`src/rtl/tlpmt_ram.sv`:
```
// Generic single-port synchronous RAM with registered read.
module tlpmt_ram #(
    parameter int WIDTH  = 8,
    parameter int DEPTH  = 256,
    parameter int ADDR_W = $clog2(DEPTH)
) (
    input  logic              clk,
    input  logic              en,
    input  logic              we,
    input  logic [ADDR_W-1:0] addr,
    input  logic [WIDTH-1:0]  wdata,
    output logic [WIDTH-1:0]  rdata
);

    logic [WIDTH-1:0] mem [DEPTH];

    always_ff @(posedge clk)
    begin
        if (we)
        begin
            mem[addr] <= wdata;
        end
        if (en)
        begin
            rdata <= mem[addr];
        end
    end

endmodule

```
`config.mk`:
```
export PLATFORM = sky130hd
export DESIGN_NAME = tlpmt_ram
export DESIGN_NICKNAME = d
export VERILOG_FILES = /design/src/rtl/tlpmt_ram.sv
export SDC_FILE = /design/constraint.sdc
export NUM_CORES = 2
export LEC_CHECK = 0
export BUFFER_PORTS_ARGS = -buffer_cell sky130_fd_sc_hd__clkbuf_2
export CELL_PAD_IN_SITES_DETAIL_PLACEMENT = 1
export CELL_PAD_IN_SITES_GLOBAL_PLACEMENT = 1
export CORE_MARGIN = 5
export CORE_UTILIZATION = 51
export CTS_CLUSTER_SIZE = 14
export DETAILED_ROUTE_END_ITERATION = 7
export GPL_TIMING_DRIVEN = 0
export MAX_ROUTING_LAYER = met4
export PLACE_DENSITY_LB_ADDON = 0.1
export REMOVE_ABC_BUFFERS = 1
export SLEW_MARGIN = 20
export SYNTH_ARGS = -nofsm -noshare
export SYNTH_HDL_FRONTEND = slang
export SYNTH_SLANG_ARGS = --single-unit
```
`constraint.sdc`:
```
create_clock -name clk -period 2.65 [get_ports clk]
set_clock_uncertainty 0.2 [all_clocks]
set_input_delay 0.1325 -clock clk [delete_from_list [all_inputs] [get_ports clk]]
set_output_delay 0.1325 -clock clk [all_outputs]
set_load 0.005 [all_outputs]
```
Yosys cells after proc, flatten, opt, wreduce, memory -nomap -nowiden --
Memories as Yosys holds them, arrays and structs flattened. A register that Yosys moved wholly into a read port is not among the register bits. Cells that the tools add are included.
Word-level totals: memories kept 1, memory bits (writable) 2048, output and inout port bits 8, bits in latches 0, logic and storage cells 3, bits in read-only memories 0, bits in registers 0
Operators by class: add/subtract/negate cells 0, multiplexer cells 2, shifts and indexed selects 0, order comparisons 0, reductions and logical operators 0, multipliers 0, divide/modulo/power cells 0, bitwise logic cells 0, equality and inequality tests 0
Memories:
- mem | depth 256, bits a word 8, rd ports 1, clocked after memory_dff 1, wr ports 1, line 15 | logic [WIDTH-1:0] mem [DEPTH];
Operator list (number):
- $mux W1 | 2

Longest topological paths before layout --
depth in word-level cells 2, depth in mapped cells 10, gate-level depth less buffers 5

Worst setup path before layout --
No wires, ideal clock.
path kind input-to-reg, start input port addr[1], end memory mem[111][0], enable pin, data arrival time 1.981 ns, buffers on the path 5, stages 9, data required time 2.080 ns, path slack 0.099 ns, cells stage by stage buf_2 clkbuf_1 clkbuf_1 nand2_1 buf_2 nor2_1 nand2_1 clkbuf_1 nor2_1
RTL lines:
- from (decl) | line 10 | input logic [ADDR_W-1:0] addr,
- to (decl) | line 15
Straight into the memory's write port.

==> impl_metrics.json <==
{
  "run_status": "finished, violations left",
  "violations": "negative setup slack",
  "final_cells": 5892,
  "die_y_um": 403,
  "crit_type": "register to register",
  "grtUsageTotal_pct": 25.7,
  "cp.arrival_ps": 3260,
  "root_buffer": "clkbuf_16",
  "rrSetupSlack_ps": -350,
  "worstMarginPinSlew_ps": 1230,
  "initial_core_util_pct": 51.1,
  "yosys_warnings": 0,
  "p_total_mw": 67.6,
  "syn_area_um2": 78600,
  "ios": 27,
  "rows": 144,
  "dp_slack_ps": -2410,
  "grt_pass1_vias": 39600,
  "cp_num_buf_inv": 0,
  "clock-sinks": 2056,
  "drc_errors": 0,
  "chipWidth_um": 403,
  "grt_setup_unrepaired": "true",
  "routed_wl_um": 203000,
  "ant_nets": 0,
  "critical_path.max_stage_delay_ps": 680,
  "fmax_mhz": 333,
  "maxCapViolCount": 0,
  "critical-path-slowest-cell": "o41ai_4",
  "power_per_cell_area_nw_per_um2": 742,
  "place_congestion": 0.797,
  "dpl.cell_count": 5462,
  "grt_pass1_wl_um": 291000,
  "finalWorstSetupSlack_ps": -355,
  "final_nets": 3696,
  "path_cells": "mux4_2, a22oi_2, a21oi_2, o41ai_4, nand4_1",
  "seqCellArea_um2": 61700,
  "path_delay_family": "compound AO/OA/AOI/OAI gates",
  "avgSynthCellArea_um2": 22.2,
  "synth_top_cells_by_area": "edfxtp_1 (79%), mux4_2 (15%), a22oi_1 (2.4%)",
  "cts_buffer_depth": 3,
  "htreeDepth": 4,
  "viasPerCell": 6.43,
  "final_hold_viol_count": 0,
  "synth_top_area_share_pct": 78.6,
  "synth_cells": 3547,
  "relSlewSlack_pct": 17.8,
  "wire_per_inst_um": 34.4,
  "hold_path.class": "input pin to register",
  "ys_ff_latch": 2056,
  "yosysUniqueCellTypes": 21,
  "overflow": 0,
  "utilization_pct": 59.3,
  "clk_pin_slew_ps": 60,
  "dr.pass1.iters": 6,
  "total_leakage_power_nw": 27.5,
  "tritoncts": "yes",
  "nFillCells": 12400,
  "crit_path_start_kind": "register",
  "grt_max_degree": 124,
  "placed_area_um2": 82300,
  "worst-endpoint-required_ps": 2910,
  "first_iter_violations": 4168,
  "drv_slew": 0,
  "finalWorstPathRequiredPeriod_ps": 3000,
  "dp_hpwl_um": 117000,
  "final.period_utilization_pct": 113,
  "cts_made_buffers": 205,
  "syn2layout_area_growth_pct": 16.0,
  "drive_above_1_share_pct": 33.3,
  "portBuffers": 26,
  "multi_input_area_um2": 17500,
  "vias": 37900,
  "irDropWorstVdd_uv": 692,
  "yosysTopAreaCell": "edfxtp_1",
  "synth_seq_area_share_pct": 78.6,
  "antenna_found_initial": 3,
  "die-area_um2": 162000,
  "stdcell_area_um2": 91100,
  "clk_latency_ps": 840,
  "cp_max_fo": 1,
  "critPathCaptureType": "register",
  "core_area_um2": 154000,
  "finalSetupViolCount": 102
}
final timing paths:
check	startpoint	to	depth (start not counted)
max	mem[169][1]	rdata[1]	5
max reg2reg	mem[169][1]	rdata[1]	5
min	addr[3]	mem[148][5]	4
min reg2reg	mem[88][5]	rdata[5]	5
layer usage:
layer	track usage (%)	up-vias	wire length [µm]
li1	-	15400	-
met4	6.19	0	4870
met5	-	-	0
met3	4.27	304	14600
met2	39.8	1611	99400
met1	36.7	20600	83800
report_power, final:
group | total [mW] | internal [mW] | switching (mW)
sequential | 35.9 | 35.9 | 0.0216
combinational | 3.52 | 1.30 | 2.22
clock | 28.2 | 16.0 | 12.2
total | 67.6 | 53.2 | 14.4
kinds of logic (layout without fill, tap and decap cells):
family	count (synthesis)	after routing	synth area share [%]
other	0	4	0
AO/OA/AOI/OAI	416	416	3.62
AND/OR/NAND/NOR	330	330	1.73
flip-flops	2056	2056	78.6
buffers and inverters	233	530	1.40
multiplexers	512	512	14.7
placed cells by master (no fill, tap or decap), types with 5 or more instances in the layout:
cell and count:
o41ai_2 24, clkbuf_16 211, nand4_1 8, clkbuf_2 16
dlygate4sd3_1 12, a22oi_2 46, buf_12 26, edfxtp_1 2056
clkinv_1 60, mux4_2 512, nor2_2 114, clkinvlp_4 8
clkbuf_8 11, clkbuf_1 29, nand3_4 6, nor2_1 58
bufinv_16 18, nand3_2 5, a22oi_1 210, clkinv_2 39
nand2_1 16, nor3_2 26, a21oi_1 108, nor2_4 60
buf_4 24, nand2_2 11, o41ai_4 8, a21oi_2 18
bufbuf_16 10, buf_16 47
synthesized netlist by cell type (all sizes together):
library cell,number
nor3,30
mux4,512
nand2b,6
nor2b,7
clkbuf,145
o41ai,32
edfxtp,2056
inv,1
a22oi,256
nand2,28
nor2,232
or2,2
nand4,8
a21oi,128
or3,1
nand3,13
and2,3
buf,87
stage by stage:
stage	hold slack [ps]	setup TNS (ps)
detailed placement	307	-3364620
CTS	13.5	-186760
global placement	263	-
global route	90.1	-5560
finish	112	-4900
floorplan	31.4	-6091650
cell type report:
cell class                      instances  area share (%)
Clock inverter                        138            1.35
Antenna cell                            4          0.0110
Timing Repair Buffer                  155            3.08
Multi-Input combinational cell       1258            19.2
Inverter                                1         0.00412
Clock buffer                          236            5.80
Sequential cell                      2056            67.8
Tap cell                             2044            2.81
state kept, by name, indices dropped and copies added (netlist names):
register,cells
mem,2048
rdata,8
worst register-to-register path: stages, from the launching register on:
cell	delay (ps)
edfxtp_1	400
mux4_2	480
a22oi_2	320
a21oi_2	150
o41ai_4	680
nand4_1	400
what timing repair did:
action,in CTS,in global routing
hold buffers,12,0
endpoints found under the setup margin,1966,1217
endpoints found under the hold margin,1199,0
cloned,15,4
pin swaps,37,20
gates resized for setup,226,122
setup buffers,17,3
(Power assumes the default switching activity.)
